===== src/hdl/jtl_pkg.sv =====
// Shared types and constants for the JSON token lexer.
// Used by jtl_front, jtl_queue, jtl_back and json_token_lexer_unit.
package jtl_pkg;

  localparam int LINE_WIDTH = 24;
  localparam int LINE_OUT_W = 24;
  localparam int QDEPTH     = 4;
  localparam int QPTR_W     = $clog2(QDEPTH);
  localparam int QCNT_W     = $clog2(QDEPTH + 1);

  // Result kinds
  typedef enum logic [1:0] {
    KIND_BYTE = 2'd0,
    KIND_TEND = 2'd1,
    KIND_ERR  = 2'd2,
    KIND_EOI  = 2'd3
  } kind_t;

  // Error codes
  typedef enum logic [1:0] {
    ERR_INVALID = 2'd0,
    ERR_NEWLINE = 2'd1,
    ERR_SYNTAX  = 2'd2,
    ERR_EOF_ESC = 2'd3
  } err_t;

  // Character codes
  localparam logic [7:0] CH_NUL    = 8'h00;
  localparam logic [7:0] CH_TAB    = 8'h09;
  localparam logic [7:0] CH_LF     = 8'h0A;
  localparam logic [7:0] CH_SPACE  = 8'h20;
  localparam logic [7:0] CH_QUOTE  = 8'h22;
  localparam logic [7:0] CH_COMMA  = 8'h2C;
  localparam logic [7:0] CH_SLASH  = 8'h2F;
  localparam logic [7:0] CH_COLON  = 8'h3A;
  localparam logic [7:0] CH_LBRACK = 8'h5B;
  localparam logic [7:0] CH_BSLASH = 8'h5C;
  localparam logic [7:0] CH_RBRACK = 8'h5D;
  localparam logic [7:0] CH_LBRACE = 8'h7B;
  localparam logic [7:0] CH_RBRACE = 8'h7D;
  localparam logic [7:0] CH_B      = 8'h62;
  localparam logic [7:0] CH_F      = 8'h66;
  localparam logic [7:0] CH_N      = 8'h6E;
  localparam logic [7:0] CH_R      = 8'h72;
  localparam logic [7:0] CH_T      = 8'h74;
  localparam logic [7:0] CH_U      = 8'h75;
  localparam logic [7:0] CH_BS     = 8'h08;
  localparam logic [7:0] CH_FF     = 8'h0C;
  localparam logic [7:0] CH_CR     = 8'h0D;

  localparam logic [15:0] UTF_3BYTE_MIN = 16'h0800;
  localparam logic [15:0] UTF_2BYTE_MIN = 16'h0080;

  typedef struct packed {
    kind_t      kind;
    logic [7:0] value;
    err_t       err;
  } result_t;

  // Up to three results caused by one input beat, all on the same line
  typedef struct packed {
    logic [1:0]            cnt;
    result_t [2:0]         res;
    logic [LINE_OUT_W-1:0] line;
  } bundle_t;

endpackage


===== src/hdl/json_token_lexer_unit.sv =====
// JSON token lexer: text bytes in, token/error/end-of-input beats out.
// Each input beat's results pass through a registered 4-deep bundle queue.
// Throughput: one input beat per cycle while the queue is not full; one result
// beat per cycle while m_tready is high, so a beat causing two or three results
// holds the output longer while input continues. Sync active-high rst: lexer idle, line 1.
module json_token_lexer_unit import jtl_pkg::*; (
  input  logic        clk,
  input  logic        rst,
  input  logic        s_tvalid,
  output logic        s_tready,
  input  logic [7:0]  s_tdata,   // [7:0] data_byte
  input  logic        s_tlast,   // end_of_input
  output logic        m_tvalid,
  input  logic        m_tready,
  output logic [39:0] m_tdata,   // [7:0] value_byte, [9:8] error_code, [33:10] line_number, zero pad
  output logic [1:0]  m_tuser,   // [1:0] kind
  output logic        m_tlast    // last_of_run
);

  logic                  q_full, push, pop, head_valid;
  bundle_t               bundle, head;
  result_t               res;
  logic [LINE_OUT_W-1:0] line;

  jtl_front u_front (
    .clk      (clk),
    .rst      (rst),
    .in_valid (s_tvalid),
    .in_byte  (s_tdata),
    .in_eoi   (s_tlast),
    .q_full   (q_full),
    .in_ready (s_tready),
    .push     (push),
    .bundle   (bundle)
  );

  jtl_queue u_queue (
    .clk        (clk),
    .rst        (rst),
    .push       (push),
    .push_data  (bundle),
    .pop        (pop),
    .full       (q_full),
    .head_valid (head_valid),
    .head       (head)
  );

  jtl_back u_back (
    .clk        (clk),
    .rst        (rst),
    .head_valid (head_valid),
    .head       (head),
    .pop        (pop),
    .out_valid  (m_tvalid),
    .out_ready  (m_tready),
    .out_res    (res),
    .out_line   (line),
    .out_last   (m_tlast)
  );

  assign m_tdata = {6'b000000, line, res.err, res.value};
  assign m_tuser = res.kind;

endmodule


===== src/hdl/jtl_front.sv =====
// Front end: accepts text beats, runs the lexer state, and builds a result bundle.
// Depends on jtl_pkg.
module jtl_front import jtl_pkg::*; (
  input  logic       clk,
  input  logic       rst,
  input  logic       in_valid,
  input  logic [7:0] in_byte,
  input  logic       in_eoi,
  input  logic       q_full,
  output logic       in_ready,
  output logic       push,
  output bundle_t    bundle
);

  typedef enum logic [2:0] {
    M_SKIP = 3'd0,
    M_WORD = 3'd1,
    M_STR  = 3'd2,
    M_ESC  = 3'd3,
    M_HEX  = 3'd4,
    M_HALT = 3'd5
  } mode_t;

  localparam logic [LINE_WIDTH-1:0] LINE_MAX = '1;

  mode_t                 mode, mode_next;
  logic [15:0]           hex_value, hex_value_next;
  logic [1:0]            hex_cnt, hex_cnt_next;
  logic [LINE_WIDTH-1:0] line_count, line_count_next;
  logic                  accept;

  function automatic logic is_punct(input logic [7:0] c);
    return c == CH_COMMA || c == CH_COLON || c == CH_LBRACK || c == CH_RBRACK ||
           c == CH_LBRACE || c == CH_RBRACE;
  endfunction

  function automatic result_t tok(input logic [7:0] c);
    tok = '{kind: KIND_BYTE, value: c, err: ERR_INVALID};
  endfunction

  function automatic result_t mark(input kind_t k, input err_t e);
    mark = '{kind: k, value: 8'h00, err: e};
  endfunction

  assign in_ready = !q_full;
  assign accept   = in_valid && in_ready;

  always_comb begin
    logic [7:0]  c;
    logic        hex_ok;
    logic [3:0]  digit;
    logic [15:0] v;
    c               = in_byte;
    mode_next       = mode;
    hex_value_next  = hex_value;
    hex_cnt_next    = hex_cnt;
    line_count_next = line_count;
    bundle.cnt      = 2'd0;
    bundle.res      = '0;
    bundle.line     = LINE_OUT_W'(line_count);
    hex_ok          = 1'b0;
    digit           = 4'h0;
    if (c >= 8'h30 && c <= 8'h39) begin
      hex_ok = 1'b1;
      digit  = c[3:0];
    end else if ((c >= 8'h41 && c <= 8'h46) || (c >= 8'h61 && c <= 8'h66)) begin
      hex_ok = 1'b1;
      digit  = c[3:0] + 4'd9;
    end
    v = {hex_value[11:0], digit};

    if (in_eoi) begin
      unique case (mode)
        M_WORD, M_STR: begin
          bundle.res[0] = mark(KIND_TEND, ERR_INVALID);
          bundle.res[1] = mark(KIND_EOI, ERR_INVALID);
          bundle.cnt    = 2'd2;
        end
        M_ESC: begin
          bundle.res[0] = mark(KIND_ERR, ERR_SYNTAX);
          bundle.res[1] = mark(KIND_EOI, ERR_INVALID);
          bundle.cnt    = 2'd2;
        end
        M_HEX: begin
          bundle.res[0] = mark(KIND_ERR, ERR_EOF_ESC);
          bundle.res[1] = mark(KIND_EOI, ERR_INVALID);
          bundle.cnt    = 2'd2;
        end
        default: begin
          bundle.res[0] = mark(KIND_EOI, ERR_INVALID);
          bundle.cnt    = 2'd1;
        end
      endcase
      // rearm
      mode_next       = M_SKIP;
      hex_value_next  = 16'h0000;
      hex_cnt_next    = 2'd0;
      line_count_next = LINE_WIDTH'(1);
    end else begin
      unique case (mode)
        M_ESC: begin
          bundle.cnt = 2'd1;
          mode_next  = M_STR;
          unique case (c)
            CH_B:   bundle.res[0] = tok(CH_BS);
            CH_F:   bundle.res[0] = tok(CH_FF);
            CH_N:   bundle.res[0] = tok(CH_LF);
            CH_R:   bundle.res[0] = tok(CH_CR);
            CH_T:   bundle.res[0] = tok(CH_TAB);
            CH_QUOTE, CH_SLASH, CH_BSLASH: bundle.res[0] = tok(c);
            CH_U: begin
              bundle.cnt     = 2'd0;
              mode_next      = M_HEX;
              hex_value_next = 16'h0000;
              hex_cnt_next   = 2'd0;
            end
            default: begin
              bundle.res[0] = mark(KIND_ERR, ERR_SYNTAX);
              mode_next     = M_HALT;
            end
          endcase
        end
        M_HEX: begin
          if (!hex_ok) begin
            bundle.res[0] = mark(KIND_ERR, ERR_SYNTAX);
            bundle.cnt    = 2'd1;
            mode_next     = M_HALT;
          end else if (hex_cnt != 2'd3) begin
            hex_value_next = v;
            hex_cnt_next   = hex_cnt + 2'd1;
          end else begin
            hex_value_next = 16'h0000;
            hex_cnt_next   = 2'd0;
            mode_next      = M_STR;
            if (v == 16'h0000) begin
              bundle.res[0] = mark(KIND_ERR, ERR_INVALID);
              bundle.cnt    = 2'd1;
              mode_next     = M_HALT;
            end else if (v >= UTF_3BYTE_MIN) begin
              bundle.res[0] = tok({4'hE, v[15:12]});
              bundle.res[1] = tok({2'b10, v[11:6]});
              bundle.res[2] = tok({2'b10, v[5:0]});
              bundle.cnt    = 2'd3;
            end else if (v >= UTF_2BYTE_MIN) begin
              bundle.res[0] = tok({3'b110, v[10:6]});
              bundle.res[1] = tok({2'b10, v[5:0]});
              bundle.cnt    = 2'd2;
            end else begin
              bundle.res[0] = tok(v[7:0]);
              bundle.cnt    = 2'd1;
            end
          end
        end
        M_SKIP, M_WORD, M_STR: begin
          if (c <= CH_SPACE) begin
            if (c == CH_NUL) begin
              bundle.res[0] = mark(KIND_ERR, ERR_INVALID);
              bundle.cnt    = 2'd1;
              mode_next     = M_HALT;
            end else if (mode == M_STR) begin
              bundle.cnt = 2'd1;
              if (c == CH_LF) begin
                bundle.res[0] = mark(KIND_ERR, ERR_NEWLINE);
                mode_next     = M_HALT;
              end else if (c != CH_TAB && c != CH_SPACE) begin
                bundle.res[0] = mark(KIND_ERR, ERR_INVALID);
                mode_next     = M_HALT;
              end else begin
                bundle.res[0] = tok(c);
              end
            end else begin
              if (mode == M_WORD) begin
                bundle.res[0] = mark(KIND_TEND, ERR_INVALID);
                bundle.cnt    = 2'd1;
                mode_next     = M_SKIP;
              end
              // token end keeps the old line; count advances after
              if (c == CH_LF && line_count != LINE_MAX) begin
                line_count_next = line_count + LINE_WIDTH'(1);
              end
            end
          end else if (mode == M_SKIP) begin
            bundle.res[0] = tok(c);
            bundle.cnt    = 2'd1;
            if (c == CH_QUOTE) begin
              mode_next = M_STR;
            end else if (is_punct(c)) begin
              bundle.res[1] = mark(KIND_TEND, ERR_INVALID);
              bundle.cnt    = 2'd2;
            end else begin
              mode_next = M_WORD;
            end
          end else if (mode == M_WORD) begin
            if (c == CH_QUOTE) begin
              bundle.res[0] = mark(KIND_ERR, ERR_SYNTAX);
              bundle.cnt    = 2'd1;
              mode_next     = M_HALT;
            end else if (is_punct(c)) begin
              bundle.res[0] = mark(KIND_TEND, ERR_INVALID);
              bundle.res[1] = tok(c);
              bundle.res[2] = mark(KIND_TEND, ERR_INVALID);
              bundle.cnt    = 2'd3;
              mode_next     = M_SKIP;
            end else begin
              bundle.res[0] = tok(c);
              bundle.cnt    = 2'd1;
            end
          end else begin
            if (c == CH_QUOTE) begin
              bundle.res[0] = tok(c);
              bundle.res[1] = mark(KIND_TEND, ERR_INVALID);
              bundle.cnt    = 2'd2;
              mode_next     = M_SKIP;
            end else if (c == CH_BSLASH) begin
              mode_next = M_ESC;
            end else begin
              bundle.res[0] = tok(c);
              bundle.cnt    = 2'd1;
            end
          end
        end
        default: begin
          // halted: drop data beats
        end
      endcase
    end
  end

  assign push = accept && (bundle.cnt != 2'd0);

  always_ff @(posedge clk) begin
    if (rst) begin
      mode       <= M_SKIP;
      hex_value  <= 16'h0000;
      hex_cnt    <= 2'd0;
      line_count <= LINE_WIDTH'(1);
    end else if (accept) begin
      mode       <= mode_next;
      hex_value  <= hex_value_next;
      hex_cnt    <= hex_cnt_next;
      line_count <= line_count_next;
    end
  end

endmodule


===== src/hdl/jtl_queue.sv =====
// Short bundle queue between the lexer front end and the result serializer.
// Depends on jtl_pkg.
module jtl_queue import jtl_pkg::*; (
  input  logic    clk,
  input  logic    rst,
  input  logic    push,
  input  bundle_t push_data,
  input  logic    pop,
  output logic    full,
  output logic    head_valid,
  output bundle_t head
);

  bundle_t           slots [QDEPTH];
  logic [QPTR_W-1:0] wr_ptr, rd_ptr;
  logic [QCNT_W-1:0] count;

  assign full       = (count == QCNT_W'(QDEPTH));
  assign head_valid = (count != '0);
  assign head       = slots[rd_ptr];

  always_ff @(posedge clk) begin
    if (push) begin
      slots[wr_ptr] <= push_data;
    end
  end

  always_ff @(posedge clk) begin
    if (rst) begin
      wr_ptr <= '0;
      rd_ptr <= '0;
      count  <= '0;
    end else begin
      if (push) begin
        wr_ptr <= wr_ptr + QPTR_W'(1);
      end
      if (pop) begin
        rd_ptr <= rd_ptr + QPTR_W'(1);
      end
      if (push && !pop) begin
        count <= count + QCNT_W'(1);
      end else if (pop && !push) begin
        count <= count - QCNT_W'(1);
      end
    end
  end

endmodule


===== src/hdl/jtl_back.sv =====
// Back end: walks the results of the queue head bundle out one beat at a time.
// Depends on jtl_pkg.
module jtl_back import jtl_pkg::*; (
  input  logic        clk,
  input  logic        rst,
  input  logic        head_valid,
  input  bundle_t     head,
  output logic        pop,
  output logic        out_valid,
  input  logic        out_ready,
  output result_t     out_res,
  output logic [LINE_OUT_W-1:0] out_line,
  output logic        out_last
);

  logic [1:0] idx;
  logic       fire;

  assign out_valid = head_valid;
  assign out_res   = head.res[idx];
  assign out_line  = head.line;
  assign out_last  = (idx == head.cnt - 2'd1);
  assign fire      = out_valid && out_ready;
  assign pop       = fire && out_last;

  always_ff @(posedge clk) begin
    if (rst) begin
      idx <= 2'd0;
    end else if (fire) begin
      // advance within the bundle, wrap on its last beat
      idx <= out_last ? 2'd0 : idx + 2'd1;
    end
  end

endmodule


===== config.mk =====
export PLATFORM = sky130hd
export DESIGN_NAME = json_token_lexer_unit
export DESIGN_NICKNAME = d
export VERILOG_FILES = /design/src/hdl/jtl_pkg.sv /design/src/hdl/json_token_lexer_unit.sv /design/src/hdl/jtl_front.sv /design/src/hdl/jtl_queue.sv /design/src/hdl/jtl_back.sv
export SDC_FILE = /design/constraint.sdc
export NUM_CORES = 1
export LEC_CHECK = 0
export BUFFER_PORTS_ARGS = -buffer_cell sky130_fd_sc_hd__buf_4
export CAP_MARGIN = 20
export CORE_AREA = 2 2 142 213
export CTS_CLUSTER_DIAMETER = 40
export DETAILED_ROUTE_END_ITERATION = 10
export DIE_AREA = 0 0 144 215
export GPL_TIMING_DRIVEN = 0
export PLACE_DENSITY = 0.61
export SKIP_LAST_GASP = 1
export SYNTH_ARGS = -nofsm -noshare
export SYNTH_HDL_FRONTEND = slang
export SYNTH_SLANG_ARGS = --single-unit

===== constraint.sdc =====
create_clock -name clk -period 4.8 [get_ports clk]
set_input_delay 0.24 -clock clk [delete_from_list [all_inputs] [get_ports clk]]
set_output_delay 0.24 -clock clk [all_outputs]
set_load 0.05 [all_outputs]

=== After elaboration in Yosys (flattened, before gate mapping) ===
Memories as Yosys holds them, arrays and structs flattened. A register that Yosys moved wholly into a read port is not among the register bits.
Index checks and enable logic that the tools add are counted.
W data, S select, Z words.

* Muxes and demuxes: 105
* Magnitude comparators: 10
* Equal/unequal tests: 36
* Add/subtract/negate cells: 9
* Reduce and logical (&&, ||, !) cells: 39

{| class="wikitable"
|+ Operators with widths
! kind !! count
|-
| $mux W24 || 13
|-
| $mux W12 || 19
|-
| $eq A8 B7 Y1 const B || 11
|-
| $pmux W12 S7 || 1
|-
| $pmux W12 S3 || 2
|-
| $mux W3 || 20
|-
| $pmux W24 S2 || 1
|-
| $mux W2 || 23
|-
| $mux W11 || 4
|-
| $mux W10 || 4
|-
| $mux W38 || 1
|-
| $eq A8 B6 Y1 const B || 4
|-
| $add A24 B1 Y24 const B || 1
|-
| $bmux W12 S2 || 1
|-
| $ne A24 B24 Y1 const B || 1
|-
| $pmux W12 S2 || 1
|-
| $mux W23 || 1
|-
| $mux W22 || 1
|-
| $ge A16 B12 Y1 const B || 1
|-
| $ge A16 B8 Y1 const B || 1
|-
| $ge A8 B7 Y1 const B || 2
|-
| $le A8 B6 Y1 const B || 2
|-
| $le A8 B7 Y1 const B || 2
|-
| $logic_not A16 Y1 || 1
|-
| other kinds (44) || 81
|}

* Output and inout port bits: 45
* Bits in registers: 50
* RAM bits: 248
* Memories kept: 1

{| class="wikitable"
|+ Memory list
! memory !! depth !! width !! read ports !! clocked after Yosys merged registers in !! wr ports !! line !! source
|-
| u_queue.slots || 4 || 62 || 1 || 1 || 1 || jtl_queue.sv:14 || <nowiki>bundle_t slots [QDEPTH];</nowiki>
|}

=== Longest topological paths before layout ===
* Word-level depth: 19
* Depth in mapped cells: 14

=== Hierarchy ===
Synthesis repeated with hierarchy kept, for this count alone.

* Cells, all modules: 948
* Area, all modules: 13613.1 um2

{| class="wikitable"
|+ By module, submodules not included
! module !! sequential area each (um2) !! instances !! area each (um2) !! cells each
|-
| jtl_queue || 7627.3 || 1 || 9446.6 || 368
|-
| jtl_front || 820.8 || 1 || 3548.4 || 492
|-
| jtl_back || 40.0 || 1 || 569.3 || 81
|-
| json_token_lexer_unit || 0.0 || 1 || 48.8 || 7
|}

=== Worst setup path before layout ===
No wires, ideal clock.

* Path type: input to register
* Start: in s_tdata[0]
* End: mem u_queue.slots[0][0] (netlist name), enable pin
* Library setup time: 0.420 ns
* Arrival: 3.339 ns
* Setup slack: 1.042 ns
* Stages on the path: 9
* Cells stage by stage: inv_1 ha_1 or4b_1 buf_2 a211o_1 o211ai_2 nand3_2 a31oi_4 and2_1

* Longest elaborated chain between the ends: 17
* Elaborated cells on any way between the ends: 56
* Those cells by class: add/sub: 1; order compare: 9; eq/ne: 9; mux: 24; reduce/logical: 13

{| class="wikitable"
|+ Ends and longest elaborated chain
! element !! line !! source
|-
| start, declared || json_token_lexer_unit.sv:11 || <nowiki>input logic [7:0] s_tdata,</nowiki>
|-
| $ge A8 B7 Y1 (tied with other cells) || jtl_front.sv:66 || <nowiki>end else if ((c >= 8'h41 && c <= 8'h46) || (c >= 8'h61 && c <= 8'h66)) begin</nowiki>
|-
| $logic_and A1 B1 Y1 or $logic_or A1 B1 Y1 (tied branches) || jtl_front.sv:66, jtl_front.sv:33 ||
|-
| $logic_or A1 B1 Y1, on equally long branches || jtl_front.sv:66, jtl_front.sv:33 ||
|-
| $mux W4 or $logic_or A1 B1 Y1 (tied branches) || jtl_front.sv:66, jtl_front.sv:33 ||
|-
| $mux W4 or $logic_or A1 B1 Y1 (tied branches) || jtl_front.sv:63, jtl_front.sv:33 ||
|-
| $ge A16 B8 Y1 or $logic_or A1 B1 Y1 (tied branches) || jtl_front.sv:144, jtl_front.sv:34 ||
|-
| $mux W2, on equally long branches || jtl_front.sv:144, jtl_front.sv:198 ||
|-
| $mux W2, on equally long branches || jtl_front.sv:139, jtl_front.sv:194 ||
|-
| [... 2 more ...] || -- ||
|-
| $mux W2, on equally long branches || jtl_front.sv:124, jtl_front.sv:155 ||
|-
| $pmux W2 S3 * || jtl_front.sv:100 || <nowiki>unique case (mode)</nowiki>
|-
| $mux W2 * || jtl_front.sv:72 || <nowiki>if (in_eoi) begin</nowiki>
|-
| $reduce_bool A2 Y1 * || jtl_front.sv:229 || <nowiki>assign push = accept && (bundle.cnt != 2'd0);</nowiki>
|-
| $logic_and A1 B1 Y1 * || jtl_front.sv:229 ||
|-
| net push || json_token_lexer_unit.sv:20 || <nowiki>logic q_full, push, pop, head_valid;</nowiki>
|-
| $mux W1 * || jtl_queue.sv:23 || <nowiki>if (push) begin</nowiki>
|-
| $mux W1 (implied by the code) * || jtl_queue.sv:24 || <nowiki>slots[wr_ptr] <= push_data;</nowiki>
|-
| end, declared || jtl_queue.sv:14 ||
|}

Mark *: on every way through the listed nets, which the timed path passes. The rest lies on a longest branch.

=== Final worst setup path ===
* Start: reg u_front.mode[1]
* End: reg u_queue.count[2]

* Longest elaborated chain between the ends: 12
* Elaborated cells on any way between the ends: 23
* Those cells by class: eq/ne: 4; mux: 10; reduce/logical: 9

{| class="wikitable"
|+ Ends and longest elaborated chain
! element !! line !! source
|-
| start, declared || jtl_front.sv:26 || <nowiki>mode_t mode, mode_next;</nowiki>
|-
| start signal, assigned || jtl_front.sv:238 || <nowiki>mode <= mode_next;</nowiki>
|-
| $eq A3 B1 Y1 || -- ||
|-
| $mux W1 || jtl_front.sv:172 || <nowiki>if (mode == M_WORD) begin</nowiki>
|-
| $mux W2 || jtl_front.sv:160 || <nowiki>end else if (mode == M_STR) begin</nowiki>
|-
| $mux W2 || jtl_front.sv:156 || <nowiki>if (c == CH_NUL) begin</nowiki>
|-
| $mux W2 || jtl_front.sv:155 || <nowiki>if (c <= CH_SPACE) begin</nowiki>
|-
| $pmux W2 S3 || jtl_front.sv:100 ||
|-
| $mux W2 * || jtl_front.sv:72 ||
|-
| $reduce_bool A2 Y1 * || jtl_front.sv:229 ||
|-
| $logic_and A1 B1 Y1 * || jtl_front.sv:229 ||
|-
| net push || json_token_lexer_unit.sv:20 ||
|-
| $logic_not A1 Y1 || jtl_queue.sv:42 || <nowiki>end else if (pop && !push) begin</nowiki>
|-
| $logic_and A1 B1 Y1 || jtl_queue.sv:42 ||
|-
| $reduce_bool A2 Y1 (no line) || -- ||
|-
| end signal, assigned || jtl_queue.sv:41 || <nowiki>count <= count + QCNT_W'(1);</nowiki>
|-
| end signal, assigned || jtl_queue.sv:43 || <nowiki>count <= count - QCNT_W'(1);</nowiki>
|-
| end, declared || jtl_queue.sv:16 || <nowiki>logic [QCNT_W-1:0] count;</nowiki>
|}

Marks and branches as above.
A chain may end at the register's enable or synchronous reset.

==> impl_metrics.ini <==
[cells_and_area]
final_layout_size_suffix_gt1_share_pct = 21.32
num_antenna_cells = 0
instances_no_fill = 1422
area_delta_synth_final_pct = 13.97
final_nets = 1034
fillers = 2548

[setup_path]
cp.arrival_ns = 4.57
rr_worst_depth = 12
required_ns = 5.28
cp-startpoint = u_front.mode[1]$_SDFFE_PP0P_
path_cells = clkbuf_1 > a211oi_1 > o311a_1 > o221ai_1 > o311a_2 > a31oi_4 > ha_1 > inv_1 > fa_1 > xor2_1 > or3_1 > a21oi_1
worstPathMaxFanout = 10
crit_type = reg -> reg
cp_top_family = compound AO/OA/AOI/OAI gates
end_kind = flip-flop
path_buf_inv = 2
r2r-end = u_queue.count[2]$_SDFFE_PP0P_
r2r_start = u_front.mode[1]$_SDFFE_PP0P_
critical-path-slowest-cell = a211oi_1
critPathLaunchType = flip-flop
max_stage_delay_ns = 0.82
r2r_setup_slack_ns = 0.70

[global_routing]
grt_usage_pct = 20.64
antenna_found_initial = 0
first_global_vias = 8331
grt_max_degree = 57
grt.overflow.total = 0
grt_pass1_wl_um = 48670

[timing]
relSlewSlack_pct = 36.58
period_share_pct = 85.34
fin_crit_ns = 4.096
clock.fmax_ghz = 0.2441
finalClockSkew_ns = 0.02527
grt_setup_unrepaired = no
setup_violations = 0
drv_slew = 0
hold_viol = 0
worst_pin_slew_ns = 0.9484
finalSetupTns_ns = 0

[yosys]
yosys.area.top_type_share_pct = 52.32
yosysTopAreaCell = edfxtp_1
async_reset_ff_share_pct = 0
yosysSeqAreaShare_pct = 60.41
synth_edf_count = 224
synthDistinctLibCells = 103
avgSynthCellArea_um2 = 14.01
synthTopCellsByArea = edfxtp_1 (52%), mux4_2 (9.8%), dfxtp_1 (8.1%)
netlist_area_um2 = 12860
ys_ff_latch = 276
yosysWarnings = 0
dominantRegCellSynth = edfxtp_1
synth_cells = 918

[drt]
vias_per_cell = 5.726
first_pass_iters = 7
final_antenna_net_count = 0
first_iter_violations = 614
wirelength_um = 31550
drc = 0
via_count = 8143
routedWlPerCell_um = 22.18

[hold_path]
hp-class = in -> reg
min_to = u_back.idx[0]$_SDFFE_PP0P_
hold_start = m_tready
hold_depth = 4

[clocking]
cts_buffers = 28
clock_sinks = 276
cts_hold_buf = 0
cts_setup_buffers = 0
clockBufferDepth = 3
root_buffer = clkbuf_16
clock_latency_ns = 0.56
htreeDepth = 1
cts-resized-gates = 0
clk_pin_slew_ns = 0.06
cts_tree = built

[placed_design]
gp_congestion = 0.9497
numPortBuffers = 50
dp_hpwl_um = 22010
placed_cells = 1370

[floorplan]
io_pins = 58
start_util_pct = 44.04
die_w_um = 144
coreArea_um2 = 29190
die_y_um = 215
fp.dieArea_um2 = 30960
fp-row-count = 77

[power]
p_int_uw = 4588
max-vdd-ir-drop_mv = 0.3430
power.switching_uw = 2220
sw_frac_of_total_pct = 32.61
pwr-share-seq_pct = 42.3
clkPwrFrac_pct = 29.7
p_comb_share_pct = 27.9
p_leak_uw = 0.004927
powerDensity_nw_per_um2 = 464.5

[job]
max-cap-violations = 0

[status]
status = completed
Yosys cell counts, types with 4 or more instances:
master and instances:
buf_2 15, ha_1 15, xor2_1 5, o21ai_0 32, xnor2_1 9, nand2b_1 9, clkbuf_1 29, a21oi_1 39
edfxtp_1 224, a2bb2oi_1 4, o32ai_1 5, a41o_1 5, nor3_1 13, nor2_1 44, nor3b_1 6, buf_4 9
nand3_1 37, and3_1 11, o22ai_1 11, or3_1 10, nor4_1 6, mux4_2 56, o31ai_1 4, o211ai_1 4
nand4_1 10, a31oi_1 7, mux2i_1 16, and2_1 19, and4_1 5, dfxtp_1 52, nand2_1 56, nand3b_1 4
o21a_1 5, inv_1 25, a21o_1 8, a22oi_1 4
logic make-up (layout without fill, tap and decap cells):
family	after synthesis	in the layout	share of synthesized area, %
flops	276	276	60.41
simple gates	274	274	12.69
compound gates	178	178	9.917
buf+inv	83	187	2.949
mux	76	76	11.43
fa+ha+maj	16	16	1.615
xor+xnor	14	14	0.9537
other cells	1	6	0.02917
worst register-to-register path: stages (launching register included):
cell and delay [ns]:
dfxtp_1 0.38, clkbuf_1 0.28, a211oi_1 0.82, o311a_1 0.30
o221ai_1 0.18, o311a_2 0.25, a31oi_4 0.44, ha_1 0.26
inv_1 0.07, fa_1 0.43, xor2_1 0.18, or3_1 0.30
a21oi_1 0.16
cells in the final DEF (no fill, tap or decap), types with 5 or more instances in the layout:
master and count:
buf_2 15, nor3b_1 6, nand4_1 10, dfxtp_1 52
o21a_1 5, nand2b_1 9, clkinv_1 5, conb_1 6
mux4_2 56, a21o_1 8, and3_1 11, o21ai_0 32
o32ai_1 5, clkbuf_16 28, o22ai_1 11, ha_1 15
nand2_1 56, a41o_1 5, xor2_1 5, a21oi_1 39
and2_1 15, and4_1 5, inv_1 25, nand3_1 37
nor4_1 6, a31oi_1 7, or3_1 10, clkbuf_1 39
nor3_1 13, buf_4 59, nor2_1 44, mux2i_1 16
xnor2_1 9, edfxtp_1 224
state kept, by name (all words and copies together), names as in the netlist, named ones only:
signal and cells:
u_back.idx 2, u_front.mode 3, u_queue.rd_ptr 2, u_front.hex_cnt 2
u_front.line_count 24, u_queue.slots 224, u_queue.wr_ptr 2, u_queue.count 3
u_front.hex_value 12
layer usage:
metal | track usage (%) | share of wire (%) | routed length [um]
met1 | 23.68 | 38 | 11880
met2 | 37.89 | 54 | 17010
met3 | 2.273 | 3.5 | 1108
met4 | 9.510 | 4.9 | 1546
met5 | 0 | 0 | 0
per-stage QoR:
stage | setup WS, ns | total power (uW) | cell area, um^2 | hold slack [ns] | util (%)
6_report | 0.7036 | 6808 | 14650 | 0.07653 | 50.20
5_1_grt | 0.6412 | 7075 | 14650 | 0.08087 | 50.20
4_1_cts | 0.7668 | 6880 | 14650 | 0.05852 | 50.20
3_5_place_dp | 0.6787 | 4860 | 13810 | 0.4774 | 47.31
3_3_place_gp | -0.8044 | 4834 | 13750 | 0.4734 | 47.09
2_1_floorplan | 1.042 | 4290 | 12880 | 0.4280 | -
final cells by class:
class	instances	area [um^2]	area share, %
Tap cell	395	494.2	3.373
Sequential cell	276	7767	53.01
Clock buffer	38	738.2	5.038
Buffer	57	281.5	1.921
Timing Repair Buffer	52	430.4	2.937
Inverter	26	97.59	0.6660
Clock inverter	14	105.1	0.7172
Multi-Input combinational cell	564	4740	32.34
power groups by stage:
stage	registers, uW	clock network [uW]	logic [uW]
after global routing	2900	2150	2020
after floorplan	2920	0	1370
after detailed placement	2930	0	1920
final	2880	2020	1900
after CTS	2880	2070	1930
after global placement	2950	0	1890
worst max path at each step:
stage               cells after the start                             end  slack, ns
global placement                       10  u_queue.slots[1][14]$_DFFE_PP_      -0.80
finish                                 12   u_queue.count[2]$_SDFFE_PP0P_       0.70
detailed placement                     15   u_queue.count[2]$_SDFFE_PP0P_       0.68
global route                           12   u_queue.count[2]$_SDFFE_PP0P_       0.64
CTS                                    12   u_queue.count[2]$_SDFFE_PP0P_       0.77
floorplan                               9   u_queue.slots[0][0]$_DFFE_PP_       1.04
(Power assumes the default switching activity.)
